`config.mk`:
```
export PLATFORM = sky130hd
export DESIGN_NAME = sd_spi_init_and_block_read
export DESIGN_NICKNAME = d
export VERILOG_FILES = /design/src/rtl/sdspi_pkg.sv /design/src/rtl/sdspi_cfg.sv /design/src/rtl/sdspi_seq.sv /design/src/rtl/sd_spi_init_and_block_read.sv
export SDC_FILE = /design/constraint.sdc
export NUM_CORES = 1
export LEC_CHECK = 0
export BUFFER_PORTS_ARGS = -buffer_cell sky130_fd_sc_hd__buf_2
export CORE_ASPECT_RATIO = 2
export CORE_MARGIN = 5
export CORE_UTILIZATION = 54
export CTS_CLUSTER_DIAMETER = 120
export DETAILED_ROUTE_END_ITERATION = 12
export PLACE_DENSITY_LB_ADDON = 0.3
export SYNTH_ARGS = -nofsm -noshare
export SYNTH_HDL_FRONTEND = slang
export SYNTH_SLANG_ARGS = --single-unit
```
`constraint.sdc`:
```
create_clock -name clk -period 4.65 [get_ports clk]
set_clock_uncertainty 0.2 [all_clocks]
set_input_delay 0.465 -clock clk [delete_from_list [all_inputs] [get_ports clk]]
set_output_delay 0.465 -clock clk [all_outputs]
set_load 0.005 [all_outputs]
```
`src/rtl/sdspi_pkg.sv`:
```
`default_nettype none

package sdspi_pkg;

  localparam int SECTOR_BYTES = 512;

  // Request codes carried by the action field
  typedef enum logic [1:0] {
    ACT_INIT = 2'd0,
    ACT_READ = 2'd1,
    ACT_BYTE = 2'd2,
    ACT_NOP  = 2'd3
  } action_t;

  // Configuration register indexes
  typedef enum logic [1:0] {
    CFG_DUMMY_COUNT = 2'd0,
    CFG_POLL_LIMIT  = 2'd1,
    CFG_RETRY_LIMIT = 2'd2,
    CFG_TOKEN_LIMIT = 2'd3
  } cfg_index_t;

  typedef enum logic [2:0] {
    ST_OK        = 3'd0,
    ST_CMD0_FAIL = 3'd1,
    ST_CMD8_FAIL = 3'd2,
    ST_ACMD_FAIL = 3'd3,
    ST_READ_FAIL = 3'd4,
    ST_TOKEN_TO  = 3'd5
  } status_t;

  typedef enum logic [2:0] {
    PH_IDLE,
    PH_DUMMY,
    PH_CMD,
    PH_R1,
    PH_TRAIL,
    PH_TOKEN,
    PH_DATA,
    PH_CRC
  } phase_t;

  // What goes out with the next exchange
  typedef enum logic [2:0] {
    EMIT_NONE,
    EMIT_IDLE,
    EMIT_FILL,
    EMIT_FRAME,
    EMIT_DONE
  } emit_t;

  localparam logic [5:0] CMD_GO_IDLE   = 6'd0;
  localparam logic [5:0] CMD_SEND_IF   = 6'd8;
  localparam logic [5:0] CMD_READ_ONE  = 6'd17;
  localparam logic [5:0] CMD_APP       = 6'd55;
  localparam logic [5:0] CMD_SEND_OPC  = 6'd41;

  localparam logic [31:0] ARG_IF_COND = 32'h0000_01AA;
  localparam logic [31:0] ARG_HCS     = 32'h4000_0000;

  localparam logic [7:0] BYTE_FILL  = 8'hFF;
  localparam logic [7:0] TOKEN_DATA = 8'hFE;
  localparam logic [7:0] R1_IDLE    = 8'h01;
  localparam logic [7:0] R1_ILLEGAL = 8'h05;
  localparam logic [7:0] R1_READY   = 8'h00;
  localparam logic [7:0] CRC_CMD0   = 8'h95;
  localparam logic [7:0] CRC_CMD8   = 8'h87;
  localparam logic [1:0] CMD_START  = 2'b01;

  typedef struct packed {
    logic [7:0]  dummy_count;
    logic [7:0]  poll_limit;
    logic [11:0] retry_limit;
    logic [11:0] token_limit;
  } limits_t;

  typedef struct packed {
    logic       tx_valid;
    logic [7:0] tx_byte;
    logic       cs_active;
    logic       data_valid;
    logic [7:0] data_byte;
    logic       data_last;
    logic       done_res;
    logic [2:0] status;
    logic       fast_clock;
    logic       wait_request;
  } result_t;

  function automatic logic [47:0] make_frame(input logic [5:0] idx, input logic [31:0] arg);
    logic [7:0] chk;
    if (idx == CMD_GO_IDLE) begin
      chk = CRC_CMD0;
    end else if (idx == CMD_SEND_IF) begin
      chk = CRC_CMD8;
    end else begin
      chk = BYTE_FILL;
    end
    return {CMD_START, idx, arg, chk};
  endfunction

  function automatic logic [7:0] frame_byte(input logic [47:0] frame, input logic [2:0] idx);
    logic [7:0] b;
    case (idx)
      3'd0: b = frame[47:40];
      3'd1: b = frame[39:32];
      3'd2: b = frame[31:24];
      3'd3: b = frame[23:16];
      3'd4: b = frame[15:8];
      3'd5: b = frame[7:0];
      default: b = BYTE_FILL;
    endcase
    return b;
  endfunction

endpackage

`default_nettype wire

```
`src/rtl/sdspi_cfg.sv`:
```
`default_nettype none

module sdspi_cfg (
  input  wire logic             clk,
  input  wire logic             rst_n,
  input  wire logic             wr_en,
  input  wire logic [1:0]       wr_index,
  input  wire logic [11:0]      wr_data,
  output sdspi_pkg::limits_t    lim
);
  import sdspi_pkg::*;

  logic [7:0]  dummy_count_r;
  logic [7:0]  poll_limit_r;
  logic [11:0] retry_limit_r;
  logic [11:0] token_limit_r;

  always_ff @(posedge clk) begin
    if (!rst_n) begin
      dummy_count_r <= 8'd10;
      poll_limit_r  <= 8'd8;
      retry_limit_r <= 12'd1000;
      token_limit_r <= 12'd1000;
    end else if (wr_en) begin
      case (cfg_index_t'(wr_index))
        CFG_DUMMY_COUNT: dummy_count_r <= wr_data[7:0];
        CFG_POLL_LIMIT:  poll_limit_r  <= wr_data[7:0];
        CFG_RETRY_LIMIT: retry_limit_r <= wr_data;
        CFG_TOKEN_LIMIT: token_limit_r <= wr_data;
        default: ;
      endcase
    end
  end

  // A limit written as zero counts as one
  always_comb begin
    lim.dummy_count = (dummy_count_r == '0) ? 8'd1 : dummy_count_r;
    lim.poll_limit  = (poll_limit_r == '0) ? 8'd1 : poll_limit_r;
    lim.retry_limit = (retry_limit_r == '0) ? 12'd1 : retry_limit_r;
    lim.token_limit = (token_limit_r == '0) ? 12'd1 : token_limit_r;
  end

endmodule

`default_nettype wire

```
`src/rtl/sdspi_seq.sv`:
```
`default_nettype none

module sdspi_seq (
  input  wire logic             clk,
  input  wire logic             rst_n,
  input  wire logic             step,
  input  wire logic [1:0]       action,
  input  wire logic [31:0]      sector_address,
  input  wire logic [7:0]       rx_byte,
  input  wire sdspi_pkg::limits_t lim,
  output sdspi_pkg::result_t    res
);
  import sdspi_pkg::*;

  phase_t      phase_r, phase_nxt;
  logic [9:0]  byte_index_r, byte_index_nxt;
  logic [11:0] retry_count_r, retry_count_nxt;
  logic [11:0] poll_count_r, poll_count_nxt;
  logic [47:0] command_frame_r, command_frame_nxt;
  logic        fast_mode_r, fast_mode_nxt;

  emit_t       emit;
  status_t     status;
  logic        wait_req;
  logic        data_valid;
  logic        data_last;

  logic [9:0]  bidx_inc;
  logic [11:0] poll_inc;
  logic [11:0] retry_inc;
  logic [5:0]  cmd_idx;
  logic        r1_take;

  assign bidx_inc  = byte_index_r + 10'd1;
  assign poll_inc  = poll_count_r + 12'd1;
  assign retry_inc = retry_count_r + 12'd1;
  assign cmd_idx   = command_frame_r[45:40];
  assign r1_take   = !rx_byte[7] || (poll_inc >= {4'd0, lim.poll_limit});

  always_ff @(posedge clk) begin
    if (!rst_n) begin
      phase_r         <= PH_IDLE;
      byte_index_r    <= '0;
      retry_count_r   <= '0;
      poll_count_r    <= '0;
      command_frame_r <= '0;
      fast_mode_r     <= 1'b0;
    end else if (step) begin
      phase_r         <= phase_nxt;
      byte_index_r    <= byte_index_nxt;
      retry_count_r   <= retry_count_nxt;
      poll_count_r    <= poll_count_nxt;
      command_frame_r <= command_frame_nxt;
      fast_mode_r     <= fast_mode_nxt;
    end
  end

  // Next state and the kind of exchange that follows
  always_comb begin
    phase_nxt         = phase_r;
    byte_index_nxt    = byte_index_r;
    retry_count_nxt   = retry_count_r;
    poll_count_nxt    = poll_count_r;
    command_frame_nxt = command_frame_r;
    fast_mode_nxt     = fast_mode_r;
    emit              = EMIT_NONE;
    status            = ST_OK;
    wait_req          = 1'b0;
    data_valid        = 1'b0;
    data_last         = 1'b0;
    case (action_t'(action))
      ACT_INIT: begin
        fast_mode_nxt   = 1'b0;
        byte_index_nxt  = '0;
        retry_count_nxt = '0;
        poll_count_nxt  = '0;
        phase_nxt       = PH_DUMMY;
        emit            = EMIT_IDLE;
      end
      ACT_READ: begin
        retry_count_nxt   = '0;
        poll_count_nxt    = '0;
        command_frame_nxt = make_frame(CMD_READ_ONE, sector_address);
        byte_index_nxt    = '0;
        phase_nxt         = PH_CMD;
        emit              = EMIT_FRAME;
      end
      ACT_BYTE: begin
        case (phase_r)
          PH_DUMMY: begin
            byte_index_nxt = bidx_inc;
            if (bidx_inc < {2'd0, lim.dummy_count}) begin
              emit = EMIT_IDLE;
            end else begin
              command_frame_nxt = make_frame(CMD_GO_IDLE, '0);
              byte_index_nxt    = '0;
              phase_nxt         = PH_CMD;
              emit              = EMIT_FRAME;
            end
          end
          PH_CMD: begin
            byte_index_nxt = bidx_inc;
            if (bidx_inc < 10'd6) begin
              emit = EMIT_FRAME;
            end else begin
              poll_count_nxt = '0;
              phase_nxt      = PH_R1;
              emit           = EMIT_FILL;
            end
          end
          PH_R1: begin
            poll_count_nxt = poll_inc;
            if (!r1_take) begin
              emit = EMIT_FILL;
            end else begin
              case (cmd_idx)
                CMD_GO_IDLE: begin
                  if (rx_byte != R1_IDLE) begin
                    phase_nxt = PH_IDLE;
                    emit      = EMIT_DONE;
                    status    = ST_CMD0_FAIL;
                  end else begin
                    command_frame_nxt = make_frame(CMD_SEND_IF, ARG_IF_COND);
                    byte_index_nxt    = '0;
                    phase_nxt         = PH_CMD;
                    emit              = EMIT_FRAME;
                  end
                end
                CMD_SEND_IF: begin
                  if (rx_byte == R1_IDLE) begin
                    phase_nxt      = PH_TRAIL;
                    byte_index_nxt = '0;
                    emit           = EMIT_FILL;
                  end else if (rx_byte == R1_ILLEGAL) begin
                    retry_count_nxt   = '0;
                    command_frame_nxt = make_frame(CMD_APP, '0);
                    byte_index_nxt    = '0;
                    phase_nxt         = PH_CMD;
                    emit              = EMIT_FRAME;
                  end else begin
                    phase_nxt = PH_IDLE;
                    emit      = EMIT_DONE;
                    status    = ST_CMD8_FAIL;
                  end
                end
                CMD_APP: begin
                  command_frame_nxt = make_frame(CMD_SEND_OPC, ARG_HCS);
                  byte_index_nxt    = '0;
                  phase_nxt         = PH_CMD;
                  emit              = EMIT_FRAME;
                end
                CMD_SEND_OPC: begin
                  if (rx_byte == R1_READY) begin
                    fast_mode_nxt = 1'b1;
                    phase_nxt     = PH_IDLE;
                    emit          = EMIT_DONE;
                  end else begin
                    retry_count_nxt = retry_inc;
                    if (retry_inc >= lim.retry_limit) begin
                      phase_nxt = PH_IDLE;
                      emit      = EMIT_DONE;
                      status    = ST_ACMD_FAIL;
                    end else begin
                      command_frame_nxt = make_frame(CMD_APP, '0);
                      byte_index_nxt    = '0;
                      phase_nxt         = PH_CMD;
                      emit              = EMIT_FRAME;
                      wait_req          = 1'b1;
                    end
                  end
                end
                default: begin
                  if (rx_byte != R1_READY) begin
                    phase_nxt = PH_IDLE;
                    emit      = EMIT_DONE;
                    status    = ST_READ_FAIL;
                  end else begin
                    phase_nxt      = PH_TOKEN;
                    poll_count_nxt = '0;
                    emit           = EMIT_FILL;
                  end
                end
              endcase
            end
          end
          PH_TRAIL: begin
            byte_index_nxt = bidx_inc;
            if (bidx_inc < 10'd4) begin
              emit = EMIT_FILL;
            end else begin
              retry_count_nxt   = '0;
              command_frame_nxt = make_frame(CMD_APP, '0);
              byte_index_nxt    = '0;
              phase_nxt         = PH_CMD;
              emit              = EMIT_FRAME;
            end
          end
          PH_TOKEN: begin
            if (rx_byte == TOKEN_DATA) begin
              phase_nxt      = PH_DATA;
              byte_index_nxt = '0;
              emit           = EMIT_FILL;
            end else begin
              poll_count_nxt = poll_inc;
              if (poll_inc >= lim.token_limit) begin
                phase_nxt = PH_IDLE;
                emit      = EMIT_DONE;
                status    = ST_TOKEN_TO;
              end else begin
                emit = EMIT_FILL;
              end
            end
          end
          PH_DATA: begin
            data_valid     = 1'b1;
            data_last      = byte_index_r >= 10'(SECTOR_BYTES - 1);
            byte_index_nxt = bidx_inc;
            emit           = EMIT_FILL;
            if (data_last) begin
              phase_nxt      = PH_CRC;
              byte_index_nxt = '0;
            end
          end
          PH_CRC: begin
            byte_index_nxt = bidx_inc;
            if (bidx_inc < 10'd2) begin
              emit = EMIT_FILL;
            end else begin
              phase_nxt = PH_IDLE;
              emit      = EMIT_DONE;
            end
          end
          default: phase_nxt = PH_IDLE;
        endcase
      end
      default: ;
    endcase
  end

  // Result fields
  always_comb begin
    res              = '0;
    res.fast_clock   = fast_mode_nxt;
    res.wait_request = wait_req;
    res.data_valid   = data_valid;
    res.data_last    = data_last;
    res.data_byte    = data_valid ? rx_byte : 8'd0;
    case (emit)
      EMIT_IDLE: begin
        res.tx_valid = 1'b1;
        res.tx_byte  = BYTE_FILL;
      end
      EMIT_FILL: begin
        res.tx_valid  = 1'b1;
        res.tx_byte   = BYTE_FILL;
        res.cs_active = 1'b1;
      end
      EMIT_FRAME: begin
        res.tx_valid  = 1'b1;
        res.tx_byte   = frame_byte(command_frame_nxt, byte_index_nxt[2:0]);
        res.cs_active = 1'b1;
      end
      EMIT_DONE: begin
        res.done_res = 1'b1;
        res.status   = status;
      end
      default: ;
    endcase
  end

endmodule

`default_nettype wire

```
`src/rtl/sd_spi_init_and_block_read.sv`:
```
// SD card host sequencer for SPI mode, advanced one exchanged byte per item. Send an item
// with action 0 to start card init (idle 0xFF bytes with select released, CMD0, CMD8 with
// its four trailing bytes, then CMD55/ACMD41 until the card is ready), or action 1 with a
// block address to read one 512-byte sector (CMD17, R1, wait for the 0xFE start token,
// 512 data bytes, 2 CRC bytes skipped). After every exchange on the SPI bus, send an item
// with action 2 and the received byte; each item yields exactly one result that says
// whether another exchange follows (tx_valid), which byte to shift out and whether select
// is held low for it. Sector bytes come out on data_byte/data_valid with data_last on the
// final one. done_res ends a request with its status; select is released on every finish.
// fast_clock rises after a successful init; wait_request asks for a pause before the next
// exchange of an ACMD41 retry. A new request abandons a running one. An item is taken
// every cycle but while the input stalls, which it does only when a result waits in the
// output register and out_stall is high: the whole step is one pass of small logic on
// the sequencer state. Configuration registers (0 idle byte count, 1 R1 poll limit, 2
// ACMD41 attempt limit, 3 start token wait limit; zero counts as one) are for the user
// to write while no request item is in flight; the block does not enforce it.
`default_nettype none

module sd_spi_init_and_block_read (
  input  wire logic        clk,
  input  wire logic        rst_n,

  input  wire logic        in_valid,
  output logic             in_stall,
  input  wire logic [1:0]  in_action,
  input  wire logic [31:0] in_sector_address,
  input  wire logic [7:0]  in_rx_byte,

  output logic             out_valid,
  input  wire logic        out_stall,
  output logic             out_tx_valid,
  output logic [7:0]       out_tx_byte,
  output logic             out_cs_active,
  output logic             out_data_valid,
  output logic [7:0]       out_data_byte,
  output logic             out_data_last,
  output logic             out_done_res,
  output logic [2:0]       out_status,
  output logic             out_fast_clock,
  output logic             out_wait_request,

  input  wire logic        cfg_valid,
  output logic             cfg_ready,
  input  wire logic [1:0]  cfg_index,
  input  wire logic [11:0] cfg_data
);
  import sdspi_pkg::*;

  limits_t lim;
  result_t step_res;
  result_t result_r;
  logic    out_valid_r, out_valid_nxt;
  logic    step;

  // Registers take a write on any cycle
  assign cfg_ready = 1'b1;

  sdspi_cfg u_cfg (
    .clk      (clk),
    .rst_n    (rst_n),
    .wr_en    (cfg_valid && cfg_ready),
    .wr_index (cfg_index),
    .wr_data  (cfg_data),
    .lim      (lim)
  );

  // Hold input while the result register is full and the consumer stalls
  assign in_stall = out_valid_r && out_stall;
  assign step     = in_valid && !in_stall;

  sdspi_seq u_seq (
    .clk            (clk),
    .rst_n          (rst_n),
    .step           (step),
    .action         (in_action),
    .sector_address (in_sector_address),
    .rx_byte        (in_rx_byte),
    .lim            (lim),
    .res            (step_res)
  );

  // Result register: load on every accepted item, drop once taken
  assign out_valid_nxt = step || (out_valid_r && out_stall);

  always_ff @(posedge clk) begin
    if (!rst_n) begin
      out_valid_r <= 1'b0;
    end else begin
      out_valid_r <= out_valid_nxt;
    end
  end

  always_ff @(posedge clk) begin
    if (step) begin
      result_r <= step_res;
    end
  end

  assign out_valid        = out_valid_r;
  assign out_tx_valid     = result_r.tx_valid;
  assign out_tx_byte      = result_r.tx_byte;
  assign out_cs_active    = result_r.cs_active;
  assign out_data_valid   = result_r.data_valid;
  assign out_data_byte    = result_r.data_byte;
  assign out_data_last    = result_r.data_last;
  assign out_done_res     = result_r.done_res;
  assign out_status       = result_r.status;
  assign out_fast_clock   = result_r.fast_clock;
  assign out_wait_request = result_r.wait_request;

`ifndef SYNTHESIS
  a_idle_tx_quiet: assert property (@(posedge clk) disable iff (!rst_n)
    out_valid && !out_tx_valid |-> out_tx_byte == 8'h00 && !out_cs_active)
    else $error("tx byte or select set without a following exchange");

  a_done_ends_bus: assert property (@(posedge clk) disable iff (!rst_n)
    out_valid && out_done_res |-> !out_tx_valid && !out_data_valid)
    else $error("finished request still asks for an exchange");

  a_status_on_done: assert property (@(posedge clk) disable iff (!rst_n)
    out_valid && !out_done_res |-> out_status == ST_OK)
    else $error("status set on an unfinished request");

  a_data_selected: assert property (@(posedge clk) disable iff (!rst_n)
    out_valid && out_data_valid |-> out_tx_valid && out_cs_active)
    else $error("sector byte delivered without a following exchange");

  a_wait_on_cmd55: assert property (@(posedge clk) disable iff (!rst_n)
    out_valid && out_wait_request |-> out_cs_active && out_tx_byte == {CMD_START, CMD_APP})
    else $error("pause requested outside an ACMD41 retry");
`endif

endmodule

`default_nettype wire
```
==> flow_metrics.env <==
export IMPL_synth_edf_count=26
export IMPL_portBuffers=88
export IMPL_worst_setup_path_type="flip-flop to flip-flop"
export IMPL_path_cells="and3_1, and3_1, and3_1, and3_2, nand3_1, xnor2_1, ha_1, nand4_1, o41a_1, a21o_1, a31o_4, a31oi_4, a221o_2, buf_4, nor2_2, a32oi_2, a31oi_1"
export IMPL_slew_headroom=0.2818
export IMPL_antenna_cells=0
export IMPL_grt_use_total=0.3261
export IMPL_cp_top_family="compound AO/OA/AOI/OAI gates"
export IMPL_final_cells=1567
export IMPL_drc=0
export IMPL_cp_common_cell="and3_1"
export IMPL_cp_num_buf_inv=1
export IMPL_totalWireLength_mm=35.38
export IMPL_dpl_cell_area_sq_um=11050
export IMPL_synth_seq_area_share=0.3281
export IMPL_fmax_mhz=218.8
export IMPL_htreeDepth=4
export IMPL_cts_tree="built"
export IMPL_drv_cap=0
export IMPL_clockBufferDepth=2
export IMPL_power_leakage_nw=4.947
export IMPL_synth_ff_type="dfxtp_1"
export IMPL_die_width_um=106.8
export IMPL_pre_cts_ws_ps=39.05
export IMPL_grt_first_pass_wirelength_mm=54.29
export IMPL_routabilityCongestion=0.9972
export IMPL_hp_class="primary input to flip-flop"
export IMPL_n_fill_cell=1684
export IMPL_die_h_um=203.7
export IMPL_setup_violations=0
export IMPL_clk_pin_slew_ps=70
export IMPL_ant_nets=0
export IMPL_dp_cells=1530
export IMPL_ys_ff_latch=153
export IMPL_max_stage_delay_ps=480
export IMPL_stdcell_area_sq_um=11820
export IMPL_hpwl_mm=26.97
export IMPL_finalHoldViolations=0
export IMPL_layout_commonest_cell="nand2_1"
export IMPL_drive_gt1_frac=0.1958
export IMPL_start_util=0.5429
export IMPL_arrival_ps=4550
export IMPL_power_mw=3.443
export IMPL_synth_async_reset_ratio=0
export IMPL_via_per_inst=6.452
export IMPL_worstSkewPairLatency_ps=450
export IMPL_core_region_area_sq_um=18660
export IMPL_cp_required_ps=4630
export IMPL_finalCritPeriodShare=0.9827
export IMPL_num_rows=71
export IMPL_wl_per_cell_um=22.58
export IMPL_dieArea_sq_um=21760
export IMPL_fin_nets=1442
export IMPL_ios=90
export IMPL_period_needed_ps=4569
export IMPL_vias=10110
export IMPL_drt_iter0_drc=620
export IMPL_mostFrequentLayoutCells="nand2_1, dfxtp_1, buf_2"
export IMPL_syn_nets=1337
export IMPL_grt_start_max_net_pins=78
export IMPL_dr_pass1_iters=8
export IMPL_setup_tns_ps=0
export IMPL_drv_slew=0
export IMPL_yosys_cell_types_count=99
export IMPL_worst_slew_pin_slew_ps=1073
export IMPL_fin_ws_ps=80.62
export IMPL_outcome="completed"
export IMPL_crit_fanout=7
export IMPL_netlist_instances=1230
export IMPL_power_density_nw_per_um2=291.2
export IMPL_avgSynthCellArea_sq_um=8.234
export IMPL_startpoint_type="flip-flop"
export IMPL_grt_overflow=0
export IMPL_clock_sinks=153
export IMPL_area_growth_pct=16.74
export IMPL_grt_pass1_vias=10130
export IMPL_slowest_stage="o41a_1"
export IMPL_yosys_warnings=0
export IMPL_cts_buffers=17
export IMPL_syn_area_sq_um=10130
export IMPL_endpoint_kind="flip-flop"
export IMPL_peakVddDrop_mv=0.2987
export IMPL_cts_root_buf="clkbuf_16"
export IMPL_antenna_found_initial=1
## timing repair
action,in CTS,in global routing
setup buffers,0,5
hold buffers,0,0
resized for setup,0,28
endpoints found under the setup margin,0,11
## worst reg2reg max path: stages, from the launching register on
cell and delay [ps]:
dfxtp_2 360, and3_1 180, and3_1 180, and3_1 180, and3_2 230, nand3_1 120
xnor2_1 160, ha_1 300, nand4_1 180, o41a_1 480, a21o_1 210, a31o_4 280
a31oi_4 280, a221o_2 340, buf_4 170, nor2_2 70, a32oi_2 250, a31oi_1 130
## power by group
part | total (mW) | leakage, nW | internal, mW | switching, mW
logic | 0.550 | 3.35 | 0.198 | 0.352
clock network | 1.45 | 0.299 | 0.812 | 0.642
registers | 1.44 | 1.29 | 1.40 | 0.0409
## synthesized netlist by cell type (all sizes together), types with 5 or more instances
cell type    n  area share
nor3b        9      0.0067
o21ai       60       0.030
a221o       13       0.013
o211a        9      0.0089
xor2        15       0.013
a221oi       5      0.0043
ha          46       0.057
nand3       37       0.018
dfxtp      127        0.25
nor2b       70       0.043
or3          5      0.0036
a21o         6      0.0044
nor4        16       0.013
nor3        24       0.013
and3        17       0.011
buf         27       0.016
inv         58       0.021
edfxtp      26       0.077
a211oi       9      0.0072
nand3b       9      0.0067
a21oi       57       0.028
a21boi      33       0.025
o211ai      24       0.018
a31oi       30       0.021
a32oi       26       0.022
o21a         9      0.0067
nor2        84       0.033
and2        22       0.014
mux2i       17       0.018
or2          8      0.0049
a22o         8      0.0069
nand2b      11      0.0068
o31ai        7      0.0052
nand4       16       0.011
a211o        7      0.0061
clkbuf      54       0.020
xnor2       12       0.010
o41ai        5      0.0051
a22oi       22       0.016
nand2      131       0.049
## final timing paths
| check | from | to | slack (ps) | cells after the start |
|---|---|---|---|---|
| max | u_seq.retry_count_r[0] | out_tx_byte[4] | 80 | 17 |
| min | in_valid | out_valid | 50 | 2 |
| max reg2reg | u_seq.retry_count_r[0] | out_tx_byte[4] | 80 | 17 |
| min reg2reg | u_seq.fast_mode_r | u_seq.fast_mode_r | 270 | 2 |
## routing by layer
layer	track usage	up-vias	share of wire
li1	-	4751	-
met2	0.6105	403	0.54
met3	0.06620	151	0.048
met5	0	-	0
met4	0.2730	0	0.095
met1	0.2885	4806	0.32
## stage by stage
step	hold WS, ps	util
after floorplan	231.6	-
after global placement	250.1	0.5924
after detailed placement	261.5	0.5924
after CTS	41.83	0.6247
after global routing	54.00	0.6337
final	48.53	0.6337
## final cells by class
| class | instances | area (sq um) | share of cell area |
|---|---|---|---|
| well taps | 219 | 274.0 | 0.02318 |
| flip-flops and latches | 153 | 3326 | 0.2813 |
| clock inverters | 15 | 177.7 | 0.01503 |
| clock buffers | 17 | 425.4 | 0.03598 |
| multi-input cells | 937 | 6350 | 0.5371 |
| inverters | 59 | 221.5 | 0.01873 |
| repair buffers | 167 | 1049 | 0.08869 |
## kinds of logic after synthesis
| logic type | Yosys count | synth area share |
|---|---|---|
| fa+ha+maj | 46 | 0.05683 |
| mux | 19 | 0.02026 |
| other cells | 1 | 0.0003703 |
| xor+xnor | 27 | 0.02335 |
| compound gates | 370 | 0.2679 |
| flops | 153 | 0.3281 |
| simple gates | 474 | 0.2455 |
| buf+inv | 140 | 0.05770 |
## flip-flops by register name, indices dropped and copies added (netlist names)
signal	cells
out_cs_active	1
out_data_byte	8
out_data_last	1
out_data_valid	1
out_done_res	1
out_fast_clock	1
out_status	3
out_tx_byte	8
out_tx_valid	1
out_valid	1
out_wait_request	1
u_cfg.dummy_count_r	8
u_cfg.poll_limit_r	8
u_cfg.retry_limit_r	12
u_cfg.token_limit_r	12
u_seq.byte_index_r	10
u_seq.command_frame_r	48
u_seq.fast_mode_r	1
u_seq.phase_r	3
u_seq.poll_count_r	12
u_seq.retry_count_r	12
Power figures use the tool's default switching activity.
